==> src/hdl/b64_pkg.sv <==
`default_nettype none
// ---------------------------------------------------------------------------
// b64_pkg
// Shared types, constants and alphabet functions of the base64 codec.
// ---------------------------------------------------------------------------
package b64_pkg;

  typedef enum logic {
    MODE_ENCODE = 1'b0,
    MODE_DECODE = 1'b1
  } mode_t;

  typedef enum logic [1:0] {
    SYM_DATA,
    SYM_PAD,
    SYM_BAD
  } sym_kind_t;

  typedef struct packed {
    sym_kind_t  kind;
    logic [5:0] val;
  } sym_t;

  localparam int unsigned JobMax     = 4;
  localparam int unsigned QueueDepth = 2;
  localparam int unsigned QPtrW      = $clog2(QueueDepth);
  localparam int unsigned QCntW      = $clog2(QueueDepth + 1);

  localparam logic [7:0] CharPad   = 8'h3D;
  localparam logic [7:0] CharPlus  = 8'h2B;
  localparam logic [7:0] CharSlash = 8'h2F;

  // One queued job: the results caused by one input transaction.
  typedef struct packed {
    logic [JobMax-1:0][7:0] data;
    logic [1:0]             n_m1;
    logic                   has_data;
    logic                   bad;
    logic                   last;
  } job_t;

  function automatic logic [7:0] enc_char(input logic [5:0] v);
    logic [7:0] r;
    if (v < 6'd26) begin
      r = 8'd65 + {2'b00, v};
    end else if (v < 6'd52) begin
      r = 8'd71 + {2'b00, v};
    end else if (v < 6'd62) begin
      r = {2'b00, v} - 8'd4;
    end else if (v == 6'd62) begin
      r = CharPlus;
    end else begin
      r = CharSlash;
    end
    return r;
  endfunction

  function automatic sym_t dec_char(input logic [7:0] c);
    sym_t       s;
    logic [7:0] t;
    s.kind = SYM_BAD;
    s.val  = 6'd0;
    t      = 8'd0;
    if (c == CharPad) begin
      s.kind = SYM_PAD;
    end else if (c == CharPlus) begin
      s.kind = SYM_DATA;
      s.val  = 6'd62;
    end else if (c == CharSlash) begin
      s.kind = SYM_DATA;
      s.val  = 6'd63;
    end else if (c >= 8'd65 && c <= 8'd90) begin
      t      = c - 8'd65;
      s.kind = SYM_DATA;
      s.val  = t[5:0];
    end else if (c >= 8'd97 && c <= 8'd122) begin
      t      = c - 8'd71;
      s.kind = SYM_DATA;
      s.val  = t[5:0];
    end else if (c >= 8'd48 && c <= 8'd57) begin
      t      = c + 8'd4;
      s.kind = SYM_DATA;
      s.val  = t[5:0];
    end
    return s;
  endfunction

endpackage
`default_nettype wire

==> src/hdl/b64_front.sv <==
`default_nettype none
// ---------------------------------------------------------------------------
// b64_front
// Accepts input transactions, keeps the bit buffer and builds at most one
// job of up to four results per transaction for the queue.
// ---------------------------------------------------------------------------
module b64_front (
  input  wire logic         clk,
  input  wire logic         rst_n,
  input  wire logic         cfg_we,
  input  wire logic         cfg_wdata,
  input  wire logic         in_tvalid,
  output logic              in_tready,
  input  wire logic [7:0]   in_tdata,
  input  wire logic         in_tlast,
  input  wire logic         q_full,
  output logic              q_push,
  output b64_pkg::job_t     q_job
);
  import b64_pkg::*;

  mode_t      mode_r;
  logic [5:0] buf_r, buf_nxt;
  logic [2:0] cnt_r, cnt_nxt;
  logic       pad_r, pad_nxt;
  logic [2:0] n;
  logic       accept;
  sym_t       sym;
  job_t       job;

  assign in_tready = !q_full;
  assign accept    = in_tvalid && in_tready;
  assign sym       = dec_char(in_tdata);

  always_comb begin
    job      = '0;
    n        = 3'd0;
    buf_nxt  = buf_r;
    cnt_nxt  = cnt_r;
    pad_nxt  = pad_r;
    if (mode_r == MODE_ENCODE) begin
      job.has_data = 1'b1;
      case (cnt_r)
        3'd2: begin
          job.data[0] = enc_char({buf_r[1:0], in_tdata[7:4]});
          n           = 3'd1;
          buf_nxt     = {2'b00, in_tdata[3:0]};
          cnt_nxt     = 3'd4;
          if (in_tlast) begin
            job.data[1] = enc_char({in_tdata[3:0], 2'b00});
            job.data[2] = CharPad;
            n           = 3'd3;
          end
        end
        3'd4: begin
          job.data[0] = enc_char({buf_r[3:0], in_tdata[7:6]});
          job.data[1] = enc_char(in_tdata[5:0]);
          n           = 3'd2;
          buf_nxt     = 6'd0;
          cnt_nxt     = 3'd0;
        end
        default: begin
          job.data[0] = enc_char(in_tdata[7:2]);
          n           = 3'd1;
          buf_nxt     = {4'b0000, in_tdata[1:0]};
          cnt_nxt     = 3'd2;
          if (in_tlast) begin
            job.data[1] = enc_char({in_tdata[1:0], 4'b0000});
            job.data[2] = CharPad;
            job.data[3] = CharPad;
            n           = 3'd4;
          end
        end
      endcase
    end else if (!pad_r) begin
      unique case (sym.kind)
        SYM_PAD: begin
          pad_nxt = 1'b1;
        end
        SYM_BAD: begin
          job.bad = 1'b1;
          n       = 3'd1;
        end
        default: begin
          case (cnt_r)
            3'd6: begin
              job.data[0]  = {buf_r, sym.val[5:4]};
              job.has_data = 1'b1;
              n            = 3'd1;
              buf_nxt      = {2'b00, sym.val[3:0]};
              cnt_nxt      = 3'd4;
            end
            3'd4: begin
              job.data[0]  = {buf_r[3:0], sym.val[5:2]};
              job.has_data = 1'b1;
              n            = 3'd1;
              buf_nxt      = {4'b0000, sym.val[1:0]};
              cnt_nxt      = 3'd2;
            end
            3'd2: begin
              job.data[0]  = {buf_r[1:0], sym.val};
              job.has_data = 1'b1;
              n            = 3'd1;
              buf_nxt      = 6'd0;
              cnt_nxt      = 3'd0;
            end
            default: begin
              buf_nxt = sym.val;
              cnt_nxt = 3'd6;
            end
          endcase
        end
      endcase
    end
    if (in_tlast) begin
      if (n == 3'd0) begin
        n = 3'd1;
      end
      buf_nxt = 6'd0;
      cnt_nxt = 3'd0;
      pad_nxt = 1'b0;
    end
    job.last = in_tlast;
    job.n_m1 = 2'(n - 3'd1);
  end

  assign q_push = accept && (n != 3'd0);
  assign q_job  = job;

  always_ff @(posedge clk) begin
    if (!rst_n) begin
      mode_r <= MODE_ENCODE;
      buf_r  <= '0;
      cnt_r  <= '0;
      pad_r  <= 1'b0;
    end else if (cfg_we) begin
      mode_r <= mode_t'(cfg_wdata);
      buf_r  <= '0;
      cnt_r  <= '0;
      pad_r  <= 1'b0;
    end else if (accept) begin
      buf_r <= buf_nxt;
      cnt_r <= cnt_nxt;
      pad_r <= pad_nxt;
    end
  end

`ifndef SYNTHESIS
  a_cnt_even: assert property (@(posedge clk) disable iff (!rst_n) !cnt_r[0])
    else $error("bit count is odd");
  a_enc_state: assert property (@(posedge clk) disable iff (!rst_n)
    (mode_r == MODE_ENCODE) |-> (!pad_r && cnt_r != 3'd6))
    else $error("decode-only state seen while encoding");
  a_last_clears: assert property (@(posedge clk) disable iff (!rst_n)
    (accept && in_tlast && !cfg_we) |=> (cnt_r == 3'd0 && !pad_r))
    else $error("message state not cleared after last transaction");
`endif

endmodule
`default_nettype wire

==> src/hdl/b64_queue.sv <==
`default_nettype none
// ---------------------------------------------------------------------------
// b64_queue
// Short job queue between the front and back parts of the codec.
// ---------------------------------------------------------------------------
module b64_queue (
  input  wire logic          clk,
  input  wire logic          rst_n,
  input  wire logic          push,
  input  b64_pkg::job_t      din,
  output logic               full,
  input  wire logic          pop,
  output b64_pkg::job_t      dout,
  output logic               empty
);
  import b64_pkg::*;

  job_t             ent_r [QueueDepth];
  logic [QPtrW-1:0] wr_r, rd_r;
  logic [QCntW-1:0] cnt_r;

  assign full  = (cnt_r == QCntW'(QueueDepth));
  assign empty = (cnt_r == '0);
  assign dout  = ent_r[rd_r];

  always_ff @(posedge clk) begin
    if (push) begin
      ent_r[wr_r] <= din;
    end
  end

  always_ff @(posedge clk) begin
    if (!rst_n) begin
      wr_r  <= '0;
      rd_r  <= '0;
      cnt_r <= '0;
    end else begin
      if (push) begin
        wr_r <= (wr_r == QPtrW'(QueueDepth - 1)) ? '0 : wr_r + 1'b1;
      end
      if (pop) begin
        rd_r <= (rd_r == QPtrW'(QueueDepth - 1)) ? '0 : rd_r + 1'b1;
      end
      if (push && !pop) begin
        cnt_r <= cnt_r + 1'b1;
      end else if (pop && !push) begin
        cnt_r <= cnt_r - 1'b1;
      end
    end
  end

`ifndef SYNTHESIS
  a_no_overflow: assert property (@(posedge clk) disable iff (!rst_n)
    !(push && full) && !(pop && empty))
    else $error("queue overflow or underflow");
`endif

endmodule
`default_nettype wire

==> src/hdl/b64_back.sv <==
`default_nettype none
// ---------------------------------------------------------------------------
// b64_back
// Takes jobs from the queue and sends their results one per transaction
// through an output register.
// ---------------------------------------------------------------------------
module b64_back (
  input  wire logic        clk,
  input  wire logic        rst_n,
  input  b64_pkg::job_t    q_job,
  input  wire logic        q_empty,
  output logic             q_pop,
  output logic             out_tvalid,
  input  wire logic        out_tready,
  output logic [7:0]       out_tdata,
  output logic [1:0]       out_tuser,
  output logic             out_tlast
);
  import b64_pkg::*;

  logic       valid_r;
  logic [7:0] data_r;
  logic       hd_r, bad_r, last_r;
  logic [1:0] idx_r;
  logic       load, at_end;

  assign load   = !q_empty && (!valid_r || out_tready);
  assign at_end = (idx_r == q_job.n_m1);
  assign q_pop  = load && at_end;

  always_ff @(posedge clk) begin
    if (!rst_n) begin
      valid_r <= 1'b0;
      idx_r   <= '0;
    end else begin
      if (load) begin
        valid_r <= 1'b1;
        idx_r   <= at_end ? 2'd0 : idx_r + 2'd1;
      end else if (out_tready) begin
        valid_r <= 1'b0;
      end
    end
  end

  always_ff @(posedge clk) begin
    if (load) begin
      data_r <= q_job.data[idx_r];
      hd_r   <= q_job.has_data;
      bad_r  <= q_job.bad;
      last_r <= q_job.last && at_end;
    end
  end

  assign out_tvalid = valid_r;
  assign out_tdata  = data_r;
  assign out_tuser  = {bad_r, hd_r};
  assign out_tlast  = last_r;

`ifndef SYNTHESIS
  a_mid_job: assert property (@(posedge clk) disable iff (!rst_n)
    (idx_r != 2'd0) |-> !q_empty)
    else $error("job left the queue before all results were sent");
  a_bad_no_data: assert property (@(posedge clk) disable iff (!rst_n)
    (valid_r && bad_r) |-> (!hd_r && data_r == 8'd0))
    else $error("bad-character result carries data");
`endif

endmodule
`default_nettype wire

==> src/hdl/base64_codec.sv <==
`default_nettype none
// ---------------------------------------------------------------------------
// base64_codec
// Base64 encoder and decoder with the standard alphabet and '=' padding.
// ---------------------------------------------------------------------------
// The mode register selects encoding (0) or decoding (1); writing it clears
// the message state. The block accepts one input transaction per cycle while
// its two-job queue has room, and the output side sends one result per cycle
// while a job is queued and the receiver is ready. Encoding gives one or two
// characters per byte and up to four on the last byte of a message, so the
// output port paces the input. Decoding gives at most one result per
// character and runs at one character per cycle while the output is ready.
module base64_codec (
  input  wire logic       clk,
  input  wire logic       rst_n,
  input  wire logic       cfg_we,
  input  wire logic       cfg_wdata,   // mode
  input  wire logic       in_tvalid,
  output logic            in_tready,
  input  wire logic [7:0] in_tdata,    // data_in
  input  wire logic       in_tlast,
  output logic            out_tvalid,
  input  wire logic       out_tready,
  output logic [7:0]      out_tdata,   // data_out
  output logic [1:0]      out_tuser,   // bit 0 has_data, bit 1 bad_char
  output logic            out_tlast
);
  import b64_pkg::*;

  job_t push_job, head_job;
  logic q_push, q_pop, q_full, q_empty;

  b64_front u_front (
    .clk       (clk),
    .rst_n     (rst_n),
    .cfg_we    (cfg_we),
    .cfg_wdata (cfg_wdata),
    .in_tvalid (in_tvalid),
    .in_tready (in_tready),
    .in_tdata  (in_tdata),
    .in_tlast  (in_tlast),
    .q_full    (q_full),
    .q_push    (q_push),
    .q_job     (push_job)
  );

  b64_queue u_queue (
    .clk   (clk),
    .rst_n (rst_n),
    .push  (q_push),
    .din   (push_job),
    .full  (q_full),
    .pop   (q_pop),
    .dout  (head_job),
    .empty (q_empty)
  );

  b64_back u_back (
    .clk        (clk),
    .rst_n      (rst_n),
    .q_job      (head_job),
    .q_empty    (q_empty),
    .q_pop      (q_pop),
    .out_tvalid (out_tvalid),
    .out_tready (out_tready),
    .out_tdata  (out_tdata),
    .out_tuser  (out_tuser),
    .out_tlast  (out_tlast)
  );

endmodule
`default_nettype wire
==> config.mk <==
export PLATFORM = sky130hd
export DESIGN_NAME = base64_codec
export DESIGN_NICKNAME = d
export VERILOG_FILES = /design/src/hdl/b64_pkg.sv /design/src/hdl/b64_front.sv /design/src/hdl/b64_queue.sv /design/src/hdl/b64_back.sv /design/src/hdl/base64_codec.sv
export SDC_FILE = /design/constraint.sdc
export NUM_CORES = 1
export LEC_CHECK = 0
export BUFFER_PORTS_ARGS = -buffer_cell sky130_fd_sc_hd__buf_2
export CORE_MARGIN = 2
export CORE_UTILIZATION = 47
export CTS_CLUSTER_DIAMETER = 60
export CTS_CLUSTER_SIZE = 28
export DETAILED_ROUTE_END_ITERATION = 8
export PLACE_DENSITY = 0.66
export SLEW_MARGIN = 15
export SYNTH_ARGS = -nofsm -noshare
export SYNTH_HDL_FRONTEND = slang
export SYNTH_SLANG_ARGS = --single-unit
==> constraint.sdc <==
create_clock -name clk -period 4.9 [get_ports clk]
set_input_delay 0.98 -clock clk [delete_from_list [all_inputs] [get_ports clk]]
set_output_delay 0.98 -clock clk [all_outputs]
set_load 0.02 [all_outputs]
==> flow_summary.toml <==
[critical_path]
path_delay_family = "simple AND/OR/NAND/NOR gates"
crit_required_ns = 5.15
path_class = "primary input to flip-flop"
cp_slowest_cell = "o21ai_1"
r2r_end = "u_queue.cnt_r[1]"
endpoint_kind = "flip-flop"
cp_num_buf_inv = 2
crit_path_max_fanout = 15
reg2reg_slack_ns = 1.44
ff2ff_path_depth = 13
start_kind = "primary input"
r2r-start = "u_front.cnt_r[1]"
arrival_ns = 4.47
cp_common_cell = "ha_1"
path_cells = "buf_2, inv_1, ha_1, and3b_1, o21ai_1, nand2_1, nand3_1, a21oi_1, o22ai_1, ha_1, nor2b_1, nor2_1, ha_1, or3_1, a21boi_0"
slowest_delay_ns = 0.39

[drt]
wirelength_mm = 17.7
drtPass1Iterations = 7
vias = 5451
wl_per_cell_um = 20.8
vias_per_cell = 6.41
drc_errors = 0
dr.first_iter.drc_count = 550
drtAntennaViolNets = 0

[sta]
fin_crit_ns = 4.23
tightest_slew_ns = 0.870
setup_viol = 0
rsz0062_at_grt = "no"
maxSlewViolCount = 0
post-route-period-util_pct = 86.2
fin_worst_skew_ns = 0.00669
setup_tns_ns = 0
relSlewSlack_pct = 41.9
hold_viol = 0
fmax_mhz = 237

[placement]
gp_congestion = 0.962
place_hpwl_mm = 13.0
io_buffers = 27
placed_area_sq_um = 6220

[pwr]
pwr-share-comb_pct = 31.5
leakage_uw = 0.00236
switching_share_pct = 32.3
p_int_uw = 1650
peakVddDrop_uv = 166
p_switching_uw = 786
power_frac_clock_pct = 29.3
power_density_nw_per_um2 = 371
pwr-share-seq_pct = 39.2

[grt]
grt_pass1_vias = 5175
grt_start_max_net_pins = 24
antenna_found_initial = 0
grt_overflow = 0
grt_pass1_wl_mm = 28.1
grt_usage_pct = 27.1

[clock_network]
htreeDepth = 3
cts_tree = "done"
cts_made_buffers = 9
cts_hold_buf = 0
clock-sinks = 75
clock-root-buffer = "clkbuf_16"
cts_setup_buffers = 0
clock_latency_ns = 0.33
clk_pin_slew_worst_paths_ns = 0.06
max-clock-path-buffers = 2
cts_resized = 0

[hold_path]
hold_path_end = "u_front.buf_r[5]"
worstHoldPathType = "flip-flop to flip-flop"
hold-path-cell-count = 2
min_from = "u_front.buf_r[5]"

[floorplan]
dieArea_sq_um = 13500
start_util_pct = 48.6
die_h_um = 116
coreArea_sq_um = 12200
io_pins = 28
die_x_um = 116
rows = 40

[yosys]
synth_edf_count = 57
synth_seq_cells = 75
synth_async_sr_flop_share_pct = 0
synth_cell_types = 76
syn_area_per_cell_sq_um = 8.87
yosysSeqAreaShare_pct = 35.0
syn_nets = 712
netlist_instances = 667
ys_warn_count = 0
synth_area_sq_um = 5910
synth-main-ff-cell = "edfxtp_1"

[cells_and_area]
drive_gt1_share_pct = 13.2
synthToLayoutAreaGrowth_pct = 11.0
fin_nets = 722
antenna_cells = 0
stdcell_area_sq_um = 6560
final_common_cell = "nand2_1"
mostFrequentLayoutCells = "nand2_1, edfxtp_1, a21oi_1"

[run]
maxCapViolations = 0

[run_status]
status = "finished clean"
area by class of cell:
class | instances | area [sq um]
repair buffers | 51 | 328
clock buffers | 15 | 342
well taps | 168 | 210
multi-input cells | 513 | 3500
flip-flops and latches | 75 | 2070
fillers | 1140 | 5600
clock inverters | 1 | 5.00
inverters | 27 | 101
tightest hold or removal path, delay by kind of cell, from the launching register on:
family / cells / cell delay (ns)
flops: 1 / 0.31
simple gates: 1 / 0.05
compound gates: 1 / 0.05
sequential cells by signal (all words and copies together), names as in the netlist, 2 cells and up, named ones only:
| signal | count |
|---|---|
| u_front.buf_r | 6 |
| u_back.idx_r | 2 |
| u_back.out_tdata | 8 |
| u_queue.cnt_r | 2 |
| u_front.cnt_r | 2 |
| u_queue.ent_r | 46 |
worst max path at each step:
| stage | startpoint | to | cells past startpoint |
|---|---|---|---|
| detailed placement | in_tdata[2] | u_queue.cnt_r[1] | 15 |
| floorplan | in_tdata[3] | u_queue.ent_r[0][0] | 14 |
| finish | in_tdata[2] | u_queue.cnt_r[1] | 15 |
| global placement | in_tdata[2] | u_queue.cnt_r[1] | 15 |
| global route | in_tdata[2] | u_queue.cnt_r[1] | 15 |
| CTS | in_tdata[2] | u_queue.cnt_r[1] | 15 |
per-layer routing:
layer / global-route usage (%) / up-vias / wire length, um
li1: - / 2524 / -
met1: 35.2 / 2636 / 7400
met4: 9.44 / 0 / 410
met2: 46.0 / 264 / 8700
met5: 0 / - / 0
met3: 4.46 / 27 / 1160
power groups by stage:
stage	registers (uW)	logic [uW]	clock network (uW)
global placement	967	748	0
finish	955	767	714
CTS	960	764	725
global route	981	846	749
detailed placement	973	760	0
floorplan	967	537	0
cells in the mapped netlist (all sizes together), types with 6 or more instances:
cell | instances | area share (%)
nand2 | 64 | 4.1
edfxtp | 57 | 29
a21oi | 50 | 4.3
nor2 | 46 | 2.9
o21ai | 40 | 3.4
clkbuf | 34 | 2.2
ha | 30 | 6.3
inv | 23 | 1.5
nand3 | 23 | 1.9
buf | 18 | 1.9
dfxtp | 18 | 6.1
nand2b | 18 | 1.9
nor2b | 17 | 1.8
nor3 | 16 | 1.4
a211oi | 14 | 1.9
a31oi | 14 | 1.5
xnor2 | 13 | 1.9
nand4 | 11 | 1.2
o31ai | 11 | 1.5
and2 | 9 | 0.95
and3 | 9 | 0.95
mux4 | 9 | 3.4
o211ai | 9 | 1.1
or3 | 9 | 0.95
a21o | 6 | 0.78
a311oi | 6 | 0.89
xor2 | 6 | 0.89
cells by family (layout without fill, tap and decap cells):
family          count (synthesis)  in the layout  synth area share [%]
simple gates                  243            243                  21.1
compound gates                205            205                  24.3
buf+inv                        79             94                  5.73
flops                          75             75                  35.0
fa+ha+maj                      30             30                  6.35
xor+xnor                       19             19                  2.81
mux                            16             16                  4.66
metrics by stage:
stage | cells | setup WS (ns) | hold WS [ns] | total power, uW | util (%)
after floorplan | 667 | 0.147 | 0.431 | 1500 | -
after global placement | 834 | 0.518 | 0.448 | 1710 | 51.1
after detailed placement | 834 | 0.361 | 0.458 | 1730 | 51.1
after CTS | 850 | 0.711 | 0.469 | 2450 | 54.0
after global routing | 850 | 0.397 | 0.495 | 2580 | 54.0
final | 850 | 0.675 | 0.474 | 2440 | 54.0
Note: power is estimated with default switching activity, not from simulation.
